**src/piecewise_linear_speed_map_assert.svh**
```systemverilog
// Assertion macros for the piecewise-linear speed map.
// Included by the top level; needs nothing else.
`ifndef PIECEWISE_LINEAR_SPEED_MAP_ASSERT_SVH
`define PIECEWISE_LINEAR_SPEED_MAP_ASSERT_SVH

// Same-cycle implication, disabled while reset is high.
`define PLSM_ASSERT_IMPL(name, clk, rst, ante, cons, msg) \
   name: assert property (@(posedge clk) disable iff (rst) (ante) |-> (cons)) \
      else $error(msg);

// Plain invariant, disabled while reset is high.
`define PLSM_ASSERT_ALWAYS(name, clk, rst, expr, msg) \
   name: assert property (@(posedge clk) disable iff (rst) (expr)) \
      else $error(msg);

`endif

```
**src/plsm_pkg.sv**
```systemverilog
// Shared types and constants for the piecewise-linear speed map.
// No dependencies; imported by every module of the block.
package plsm_pkg;

   localparam int SPEED_W       = 16;
   localparam int NUM_BP        = 4;
   localparam int SEG_W         = 3;
   localparam int CSR_ADDR_W    = 3;
   localparam int NUM_CSR       = 2 * NUM_BP;
   localparam int QUO_W         = SPEED_W;
   localparam int PROD_W        = 2 * SPEED_W;
   localparam int BITS_PER_STEP = 2;
   localparam int DIV_STEPS     = QUO_W / BITS_PER_STEP;
   localparam int SUM_W         = SPEED_W + 2;
   localparam int RSP_DATA_W    = 24;

   localparam logic [SEG_W-1:0] SEG_TOP = 3'd4;

   typedef enum logic {
      OP_ABS_TO_REL = 1'b0,
      OP_REL_TO_ABS = 1'b1
   } op_type;

   typedef logic [SPEED_W-1:0] bp_type;
   typedef bp_type [NUM_BP-1:0] curve_type;

   // fields that ride alongside the divider
   typedef struct packed {
      logic               neg;
      logic [SEG_W-1:0]   seg;
      logic               zero_span;
      logic               dy_neg;
      logic [SPEED_W-1:0] y1;
   } side_type;

   typedef struct packed {
      side_type           side;
      logic [SPEED_W-1:0] dy_mag;
      logic [SPEED_W-1:0] dx;
      logic [SPEED_W-1:0] span;
   } interp_type;

   typedef struct packed {
      side_type         side;
      logic [QUO_W-1:0] quo;
   } quot_type;

endpackage

```
**src/piecewise_linear_speed_map.sv**
```systemverilog
// Piecewise-linear speed map, 14-stage pipeline.
// Throughput: one beat per cycle unless the output stalls; the 8-stage divider (2 quotient bits each)
// sets the depth. The input stalls only when every stage holds a beat; bubbles are absorbed.
// Reset (synchronous): clears all valid bits and all eight breakpoint registers.
`include "piecewise_linear_speed_map_assert.svh"

module piecewise_linear_speed_map (
   input  logic                             clock,
   input  logic                             reset,
   // slave side
   input  logic                             req_tvalid,
   output logic                             req_tready,
   input  logic [plsm_pkg::SPEED_W-1:0]     req_tdata,  // [15:0] speed_in
   input  logic [0:0]                       req_tuser,  // [0] operation
   // master side
   output logic                             rsp_tvalid,
   input  logic                             rsp_tready,
   output logic [plsm_pkg::RSP_DATA_W-1:0]  rsp_tdata,  // [15:0] speed_out, [18:16] segment
   // breakpoint registers
   input  logic                             csr_we,
   input  logic [plsm_pkg::CSR_ADDR_W-1:0]  csr_addr,
   input  logic [plsm_pkg::SPEED_W-1:0]     csr_wdata
);
   import plsm_pkg::*;

   bp_type             cfg_ff [NUM_CSR];
   curve_type          abs_curve, rel_curve;

   logic               f_valid, f_ready;
   interp_type         f_data;
   logic               d_valid, d_ready;
   quot_type           d_data;
   logic [SPEED_W-1:0] speed_out;
   logic [SEG_W-1:0]   segment;

   always_ff @(posedge clock) begin
      if (reset) begin
         for (int i = 0; i < NUM_CSR; i++) begin
            cfg_ff[i] <= '0;
         end
      end else if (csr_we) begin
         cfg_ff[csr_addr] <= csr_wdata;
      end
   end

   always_comb begin
      for (int k = 0; k < NUM_BP; k++) begin
         abs_curve[k] = cfg_ff[k];
         rel_curve[k] = cfg_ff[NUM_BP + k];
      end
   end

   plsm_front u_front (
      .clock     (clock),
      .reset     (reset),
      .in_valid  (req_tvalid),
      .in_ready  (req_tready),
      .in_op     (op_type'(req_tuser[0])),
      .in_speed  (req_tdata),
      .abs_curve (abs_curve),
      .rel_curve (rel_curve),
      .out_valid (f_valid),
      .out_ready (f_ready),
      .out_data  (f_data)
   );

   plsm_div u_div (
      .clock     (clock),
      .reset     (reset),
      .in_valid  (f_valid),
      .in_ready  (f_ready),
      .in_data   (f_data),
      .out_valid (d_valid),
      .out_ready (d_ready),
      .out_data  (d_data)
   );

   plsm_back u_back (
      .clock     (clock),
      .reset     (reset),
      .in_valid  (d_valid),
      .in_ready  (d_ready),
      .in_data   (d_data),
      .out_valid (rsp_tvalid),
      .out_ready (rsp_tready),
      .out_speed (speed_out),
      .out_seg   (segment)
   );

   assign rsp_tdata = {{(RSP_DATA_W - SPEED_W - SEG_W){1'b0}}, segment, speed_out};

   // the pipeline only backs up when a finished beat is held at the output
   `PLSM_ASSERT_IMPL(a_stall_from_output, clock, reset, !req_tready,
      rsp_tvalid && !rsp_tready, "input stalled without output back-pressure")

   `PLSM_ASSERT_IMPL(a_segment_range, clock, reset, rsp_tvalid,
      segment <= SEG_TOP, "segment code out of range")

   // beyond the top breakpoint the result carries no sign
   `PLSM_ASSERT_ALWAYS(a_top_positive, clock, reset,
      !(rsp_tvalid && (segment == SEG_TOP) && speed_out[SPEED_W-1]),
      "negative result beyond top breakpoint")

   // the front end hands on only segment codes 0 to 4
   `PLSM_ASSERT_IMPL(a_front_seg_range, clock, reset, f_valid,
      f_data.side.seg <= SEG_TOP, "front end produced bad segment")

endmodule

```
**src/plsm_front.sv**
```systemverilog
// Front end: magnitude, segment search and interpolation deltas (3 stages).
// Depends on plsm_pkg.
module plsm_front (
   input  logic                  clock,
   input  logic                  reset,
   input  logic                  in_valid,
   output logic                  in_ready,
   input  plsm_pkg::op_type      in_op,
   input  logic [plsm_pkg::SPEED_W-1:0] in_speed,
   input  plsm_pkg::curve_type   abs_curve,
   input  plsm_pkg::curve_type   rel_curve,
   output logic                  out_valid,
   input  logic                  out_ready,
   output plsm_pkg::interp_type  out_data
);
   import plsm_pkg::*;

   logic               a_en, b_en, c_en;

   logic               a_v_ff;
   op_type             a_op_ff;
   logic               a_neg_ff;
   logic [SPEED_W-1:0] a_mag_ff;
   logic [SPEED_W-1:0] a_mag_in;

   logic               b_v_ff;
   logic               b_neg_ff, b_neg_in;
   logic [SEG_W-1:0]   b_seg_ff, b_seg_in;
   logic [SPEED_W-1:0] b_mag_ff;
   bp_type             b_x1_ff, b_x1_in, b_x2_ff, b_x2_in;
   bp_type             b_y1_ff, b_y1_in, b_y2_ff, b_y2_in;

   logic               c_v_ff;
   interp_type         c_ff, c_in;

   assign c_en     = !c_v_ff || out_ready;
   assign b_en     = !b_v_ff || c_en;
   assign a_en     = !a_v_ff || b_en;
   assign in_ready = a_en;

   // -32768 maps to 16'h8000, read as unsigned 32768
   assign a_mag_in = in_speed[SPEED_W-1] ? (~in_speed + 1'b1) : in_speed;

   always_comb begin : seg_sel
      curve_type xs;
      curve_type ys;
      bp_type    xlo [NUM_BP];
      bp_type    ylo [NUM_BP];
      xs     = (a_op_ff == OP_REL_TO_ABS) ? rel_curve : abs_curve;
      ys     = (a_op_ff == OP_REL_TO_ABS) ? abs_curve : rel_curve;
      xlo[0] = '0;
      ylo[0] = '0;
      for (int k = 1; k < NUM_BP; k++) begin
         xlo[k] = xs[k-1];
         ylo[k] = ys[k-1];
      end
      // beyond the top: zero span, positive top output
      b_seg_in = SEG_TOP;
      b_x1_in  = '0;
      b_x2_in  = '0;
      b_y1_in  = ys[NUM_BP-1];
      b_y2_in  = ys[NUM_BP-1];
      // walk down so the lowest matching breakpoint wins
      for (int k = NUM_BP - 1; k >= 0; k--) begin
         if (a_mag_ff <= xs[k]) begin
            b_seg_in = SEG_W'(k);
            b_x1_in  = xlo[k];
            b_x2_in  = xs[k];
            b_y1_in  = ylo[k];
            b_y2_in  = ys[k];
         end
      end
      b_neg_in = a_neg_ff && (b_seg_in != SEG_TOP);
   end

   always_comb begin
      c_in.side.neg       = b_neg_ff;
      c_in.side.seg       = b_seg_ff;
      c_in.side.zero_span = (b_x2_ff == b_x1_ff);
      c_in.side.dy_neg    = (b_y2_ff < b_y1_ff);
      c_in.side.y1        = b_y1_ff;
      c_in.dy_mag         = (b_y2_ff < b_y1_ff) ? (b_y1_ff - b_y2_ff) : (b_y2_ff - b_y1_ff);
      c_in.dx             = b_mag_ff - b_x1_ff;
      c_in.span           = b_x2_ff - b_x1_ff;
   end

   always_ff @(posedge clock) begin
      if (reset) begin
         a_v_ff <= 1'b0;
         b_v_ff <= 1'b0;
         c_v_ff <= 1'b0;
      end else begin
         if (a_en) begin
            a_v_ff <= in_valid;
         end
         if (b_en) begin
            b_v_ff <= a_v_ff;
         end
         if (c_en) begin
            c_v_ff <= b_v_ff;
         end
      end
   end

   always_ff @(posedge clock) begin
      if (a_en) begin
         a_op_ff  <= in_op;
         a_neg_ff <= in_speed[SPEED_W-1];
         a_mag_ff <= a_mag_in;
      end
      if (b_en) begin
         b_neg_ff <= b_neg_in;
         b_seg_ff <= b_seg_in;
         b_mag_ff <= a_mag_ff;
         b_x1_ff  <= b_x1_in;
         b_x2_ff  <= b_x2_in;
         b_y1_ff  <= b_y1_in;
         b_y2_ff  <= b_y2_in;
      end
      if (c_en) begin
         c_ff <= c_in;
      end
   end

   assign out_valid = c_v_ff;
   assign out_data  = c_ff;

endmodule

```
**src/plsm_div.sv**
```systemverilog
// Multiply stage and pipelined restoring divider, two quotient bits per stage.
// Depends on plsm_pkg.
module plsm_div (
   input  logic                 clock,
   input  logic                 reset,
   input  logic                 in_valid,
   output logic                 in_ready,
   input  plsm_pkg::interp_type in_data,
   output logic                 out_valid,
   input  logic                 out_ready,
   output plsm_pkg::quot_type   out_data
);
   import plsm_pkg::*;

   localparam int NS = DIV_STEPS + 1;

   logic [PROD_W-1:0]  prod;
   logic               en       [NS];
   logic               v_ff     [NS];
   side_type           side_ff  [NS];
   side_type           side_in  [NS];
   logic [SPEED_W-1:0] span_ff  [NS];
   logic [SPEED_W-1:0] span_in  [NS];
   logic [SPEED_W-1:0] rem_ff   [NS];
   logic [SPEED_W-1:0] rem_in   [NS];
   logic [SPEED_W-1:0] low_ff   [NS];
   logic [SPEED_W-1:0] low_in   [NS];
   logic [QUO_W-1:0]   quo_ff   [NS];
   logic [QUO_W-1:0]   quo_in   [NS];

   assign prod = PROD_W'(in_data.dy_mag) * PROD_W'(in_data.dx);

   always_comb begin : stall_chain
      en[NS-1] = !v_ff[NS-1] || out_ready;
      for (int i = NS - 2; i >= 0; i--) begin
         en[i] = !v_ff[i] || en[i+1];
      end
   end

   assign in_ready = en[0];

   // dividend < span * 2^QUO_W, so the upper half already sits below span
   always_comb begin : next_calc
      logic [SPEED_W:0]   t;
      logic [SPEED_W-1:0] r;
      logic [SPEED_W-1:0] l;
      logic [QUO_W-1:0]   q;
      side_in[0] = in_data.side;
      span_in[0] = in_data.span;
      rem_in[0]  = prod[PROD_W-1:SPEED_W];
      low_in[0]  = prod[SPEED_W-1:0];
      quo_in[0]  = '0;
      for (int i = 1; i < NS; i++) begin
         r = rem_ff[i-1];
         l = low_ff[i-1];
         q = quo_ff[i-1];
         for (int b = 0; b < BITS_PER_STEP; b++) begin
            t = {r, l[SPEED_W-1]};
            l = {l[SPEED_W-2:0], 1'b0};
            if (t >= {1'b0, span_ff[i-1]}) begin
               t = t - {1'b0, span_ff[i-1]};
               q = {q[QUO_W-2:0], 1'b1};
            end else begin
               q = {q[QUO_W-2:0], 1'b0};
            end
            r = t[SPEED_W-1:0];
         end
         side_in[i] = side_ff[i-1];
         span_in[i] = span_ff[i-1];
         rem_in[i]  = r;
         low_in[i]  = l;
         quo_in[i]  = q;
      end
   end

   always_ff @(posedge clock) begin
      if (reset) begin
         for (int i = 0; i < NS; i++) begin
            v_ff[i] <= 1'b0;
         end
      end else begin
         if (en[0]) begin
            v_ff[0] <= in_valid;
         end
         for (int i = 1; i < NS; i++) begin
            if (en[i]) begin
               v_ff[i] <= v_ff[i-1];
            end
         end
      end
   end

   always_ff @(posedge clock) begin
      for (int i = 0; i < NS; i++) begin
         if (en[i]) begin
            side_ff[i] <= side_in[i];
            span_ff[i] <= span_in[i];
            rem_ff[i]  <= rem_in[i];
            low_ff[i]  <= low_in[i];
            quo_ff[i]  <= quo_in[i];
         end
      end
   end

   assign out_valid     = v_ff[NS-1];
   assign out_data.side = side_ff[NS-1];
   assign out_data.quo  = quo_ff[NS-1];

endmodule

```
**src/plsm_back.sv**
```systemverilog
// Back end: add the scaled step to the lower output, restore sign, saturate.
// Depends on plsm_pkg. Holds the output register.
module plsm_back (
   input  logic                         clock,
   input  logic                         reset,
   input  logic                         in_valid,
   output logic                         in_ready,
   input  plsm_pkg::quot_type           in_data,
   output logic                         out_valid,
   input  logic                         out_ready,
   output logic [plsm_pkg::SPEED_W-1:0] out_speed,
   output logic [plsm_pkg::SEG_W-1:0]   out_seg
);
   import plsm_pkg::*;

   logic                    p_en, r_en;
   logic                    p_v_ff;
   logic                    p_neg_ff;
   logic [SEG_W-1:0]        p_seg_ff;
   logic signed [SUM_W-1:0] p_sum_ff, p_sum_in;
   logic [SUM_W-1:0]        step;

   logic                    r_v_ff;
   logic [SPEED_W-1:0]      r_speed_ff, r_speed_in;
   logic [SEG_W-1:0]        r_seg_ff;
   logic signed [SUM_W-1:0] res;

   assign r_en     = !r_v_ff || out_ready;
   assign p_en     = !p_v_ff || r_en;
   assign in_ready = p_en;

   // a zero-width segment gives its lower output
   assign step     = in_data.side.zero_span ? '0 : SUM_W'(in_data.quo);
   assign p_sum_in = $signed(SUM_W'(in_data.side.y1))
                     + (in_data.side.dy_neg ? -$signed(step) : $signed(step));

   always_comb begin
      res = p_neg_ff ? -p_sum_ff : p_sum_ff;
      if ((res[SUM_W-1:SPEED_W-1] == '0) || (res[SUM_W-1:SPEED_W-1] == '1)) begin
         r_speed_in = res[SPEED_W-1:0];
      end else if (res[SUM_W-1]) begin
         r_speed_in = {1'b1, {(SPEED_W-1){1'b0}}};
      end else begin
         r_speed_in = {1'b0, {(SPEED_W-1){1'b1}}};
      end
   end

   always_ff @(posedge clock) begin
      if (reset) begin
         p_v_ff <= 1'b0;
         r_v_ff <= 1'b0;
      end else begin
         if (p_en) begin
            p_v_ff <= in_valid;
         end
         if (r_en) begin
            r_v_ff <= p_v_ff;
         end
      end
   end

   always_ff @(posedge clock) begin
      if (p_en) begin
         p_neg_ff <= in_data.side.neg;
         p_seg_ff <= in_data.side.seg;
         p_sum_ff <= p_sum_in;
      end
      if (r_en) begin
         r_speed_ff <= r_speed_in;
         r_seg_ff   <= p_seg_ff;
      end
   end

   assign out_valid = r_v_ff;
   assign out_speed = r_speed_ff;
   assign out_seg   = r_seg_ff;

endmodule

```
**config.mk**
```make
export PLATFORM = sky130hd
export DESIGN_NAME = piecewise_linear_speed_map
export DESIGN_NICKNAME = d
export VERILOG_FILES = /design/src/plsm_pkg.sv /design/src/piecewise_linear_speed_map.sv /design/src/plsm_front.sv /design/src/plsm_div.sv /design/src/plsm_back.sv
export VERILOG_INCLUDE_DIRS = /design/src /design/src/src
export SDC_FILE = /design/constraint.sdc
export NUM_CORES = 2
export LEC_CHECK = 0
export BUFFER_PORTS_ARGS = -buffer_cell sky130_fd_sc_hd__buf_2
export CORE_MARGIN = 3
export CORE_UTILIZATION = 50
export DETAILED_ROUTE_END_ITERATION = 7
export MAX_ROUTING_LAYER = met4
export PLACE_DENSITY = 0.76
export SYNTH_ARGS = -nofsm -noshare
export SYNTH_HDL_FRONTEND = slang
export SYNTH_SLANG_ARGS = --single-unit
export TNS_END_PERCENT = 50
```
**constraint.sdc**
```tcl
create_clock -name clock -period 7 [get_ports clock]
set_clock_uncertainty 0.2 [all_clocks]
set_input_delay 1.4 -clock clock [delete_from_list [all_inputs] [get_ports clock]]
set_output_delay 1.4 -clock clock [all_outputs]
set_load 0.03 [all_outputs]
```
==> metrics.yaml <==
cts:
  max-clock-path-buffers: 3
  ctsHoldBuffers: 0
  insertion_delay_ns: 0.73
  cts.sink_count: 953
  cts_root_buf: "clkbuf_16"
  cts_made_buffers: 98
  clk_transition_reported_paths_ns: 0.06
  htree_levels: 3
  tritoncts: "yes"
drt:
  wl_met1_mm: 58.7
  antenna_left: 0
  wl_met3_mm: 7.64
  vias_per_cell: 5.74
  dr.pass1.iters: 5
  routed.top_layer: "met4"
  avgRoutedWirePerCell_um: 20.1
  wl_mm: 145
  vias: 41400
  wl_met2_mm: 72.4
  remaining_drc_errors: 0
  drt-initial-drc-count: 3115
timing:
  fmax_mhz: 149
  fin_setup_tns_ns: 0
  holdWs_ns: 0.202
  fin_crit_ns: 6.69
  report.final.setup_viol: 0
  worstMarginPinSlew_ns: 1.17
  slew_violations: 0
  hold_violations: 0
  maxSlewHeadroom_pct: 21.9
  post-route-period-util_pct: 95.6
logic_synthesis:
  synth_cell_types: 85
  syn_avg_cell_area_um2: 11.4
  synth.ff_latch_count: 953
  synth_edf_count: 948
  synthTopCellsByArea: "edfxtp_1 46%, ha_1 10%, fa_1 7.0%, inv_1 3.1%, xnor2_1 2.9%"
  synth_most_common_cell: "edfxtp_1"
  synth_commonest_cells: "948 x edfxtp_1, 516 x inv_1, 504 x ha_1, 313 x nand2_1, 300 x nor2_1"
  ys.flop_type: "edfxtp_1"
  synth_top_cell_by_area: "edfxtp_1"
  synthArstFlopShare_pct: 0
  synthCells: 5384
  yosysSeqAreaShare_pct: 46.3
  synth_area_um2: 61600
  yosys_warnings: 0
  synth_top_area_share_pct: 46.2
grt:
  grt_antenna_before_repair: 4
  grt_pass1_vias: 41300
  grt_max_degree: 72
  track_usage_pct: 23.3
  grt-ovfl-total: 0
  grt_pass1_wl_mm: 227
worst_setup_path:
  worstSetupPathType: "flop to flop"
  cp-end-kind: "flop"
  slowest_stage: "edfxtp_1"
  critPathMostFrequentCell: "fa_1"
  crit_path_start: "u_front.out_data[42]"
  critical_path.endpoint: "u_div.rem_ff[0][14]"
  r2r_cells: 20
  arrival_ns: 6.93
  critPathMaxFanout: 9
  critPathLaunchType: "flop"
  r2r-start: "u_front.out_data[42]"
  critPathRequiredTime_ns: 7.24
  r2r_end: "u_div.rem_ff[0][14]"
  rrSetupSlack_ns: 0.31
  critPathMaxStageDelay_ns: 0.64
  cp_cell_sequence: "buf_4 -> nand2_1 -> fa_1 -> fa_1 -> inv_1 -> fa_1 -> fa_1 -> fa_1 -> inv_1 -> fa_1 -> inv_1 -> ha_1 -> and4_1 -> o21a_1 -> o31a_1 -> a41oi_2 -> a21oi_1 -> a211o_1 -> a21oi_1 -> xnor2_1"
floorplanning:
  fp.dieW_um: 357
  coreArea_um2: 122000
  die_h_um: 357
  io_pins: 67
  die_area_um2: 128000
  num_rows: 128
  start_util_pct: 50.5
job:
  maxCapViolations: 0
cells_and_area:
  layout-drive-gt1-share_pct: 10.0
  num-fill-cells: 10200
  fin_nets: 6269
  utilization_pct: 55.4
  stdcell_count: 7221
  syn_to_final_growth_pct: 9.72
worst_hold_path:
  min_from: "u_div.low_ff[0][9]"
  hp-class: "flop to flop"
place:
  gp_congestion: 0.957
  dpl.hpwl_mm: 110
  numPlacedInstances: 7012
  port_buffers: 61
outcome:
  outcome: "finished, final reports clean"
per-stage QoR:
step | setup WS, ns | instance area, µm²
finish | 0.309 | 67600
global route | -0.00170 | 67600
CTS | 0.159 | 67400
detailed placement | 0.189 | 64200
global placement | 0.251 | 64200
floorplan | 0.463 | 61700
sequential cells by signal, indices dropped and copies added (netlist names), 18 cells and up:
signal and flops:
u_div.low_ff 72, u_div.rem_ff 128, u_back.p_sum_ff 18, cfg_ff 128, u_div.side_ff 198, u_div.quo_ff 72, u_front.out_data 70, u_div.span_ff 128
what timing repair did:
item / 4_1_cts / 5_1_grt
endpoints found under the setup margin: 0 / 5
resized for setup: 0 / 4
setup buffers: 0 / 23
per-layer routing:
layer	vias up	GRT usage, %
li1	19700	-
met1	20200	27.7
met2	1204	40.2
met3	336	3.37
met4	0	8.75
met5	-	-
critical path, delay by kind of cell (launching register included):
kind | cells | cell delay, ns
and+or+nand+nor | 2 | 0.36
xor gates and xnor gates | 1 | 0.08
AOI/OAI and AO/OA | 6 | 1.29
buffers and inverters | 4 | 0.42
adders and majority gates | 7 | 3.45
DFF | 1 | 0.64
worst min path at each step:
stage	endpoint	slack, ns	cells past startpoint
after global routing	u_div.quo_ff[0][124]	0.21	0
after CTS	u_div.side_ff[0][151]	0.21	0
after global placement	u_div.side_ff[0][3]	0.20	0
after floorplan	u_back.out_seg[0]	0.20	0
after detailed placement	u_div.low_ff[0][109]	0.20	0
final	u_div.low_ff[0][27]	0.20	0
cell type report:
| cell class | count | area, µm² | share of cell area (%) |
|---|---|---|---|
| Antenna cell | 8 | 20.0 | 0.0296 |
| Tap cell | 1625 | 2030 | 3.01 |
| Clock inverter | 55 | 587 | 0.868 |
| Sequential cell | 953 | 28600 | 42.2 |
| Multi-Input combinational cell | 3759 | 30600 | 45.3 |
| Inverter | 519 | 1950 | 2.88 |
| Clock buffer | 123 | 2580 | 3.81 |
| Timing Repair Buffer | 179 | 1270 | 1.87 |
cells by family after synthesis:
logic type / count (synthesis) / share of synthesized area [%]
fa+ha+maj: 718 / 17.2
buf+inv: 676 / 4.22
mux: 301 / 5.57
other cells: 1 / 0.00608
compound gates: 1091 / 11.5
flops: 953 / 46.3
xor+xnor: 301 / 4.28
simple gates: 1343 / 10.9
layout by cell type, fill, tap and decap left out, types with 119 or more instances in the layout:
master and count:
edfxtp_1 948, inv_1 512, ha_1 504, nand2_1 309, nor2_1 299, a21oi_1 296
and2_1 273, o21ai_0 245, fa_1 214, xnor2_1 203, mux2_2 146, mux2i_1 131
a21o_1 125, nor3_1 119
Power is left out: the tool's default activity adds up to more than one toggle a clock period on the data nets, which glitch-free logic cannot reach.
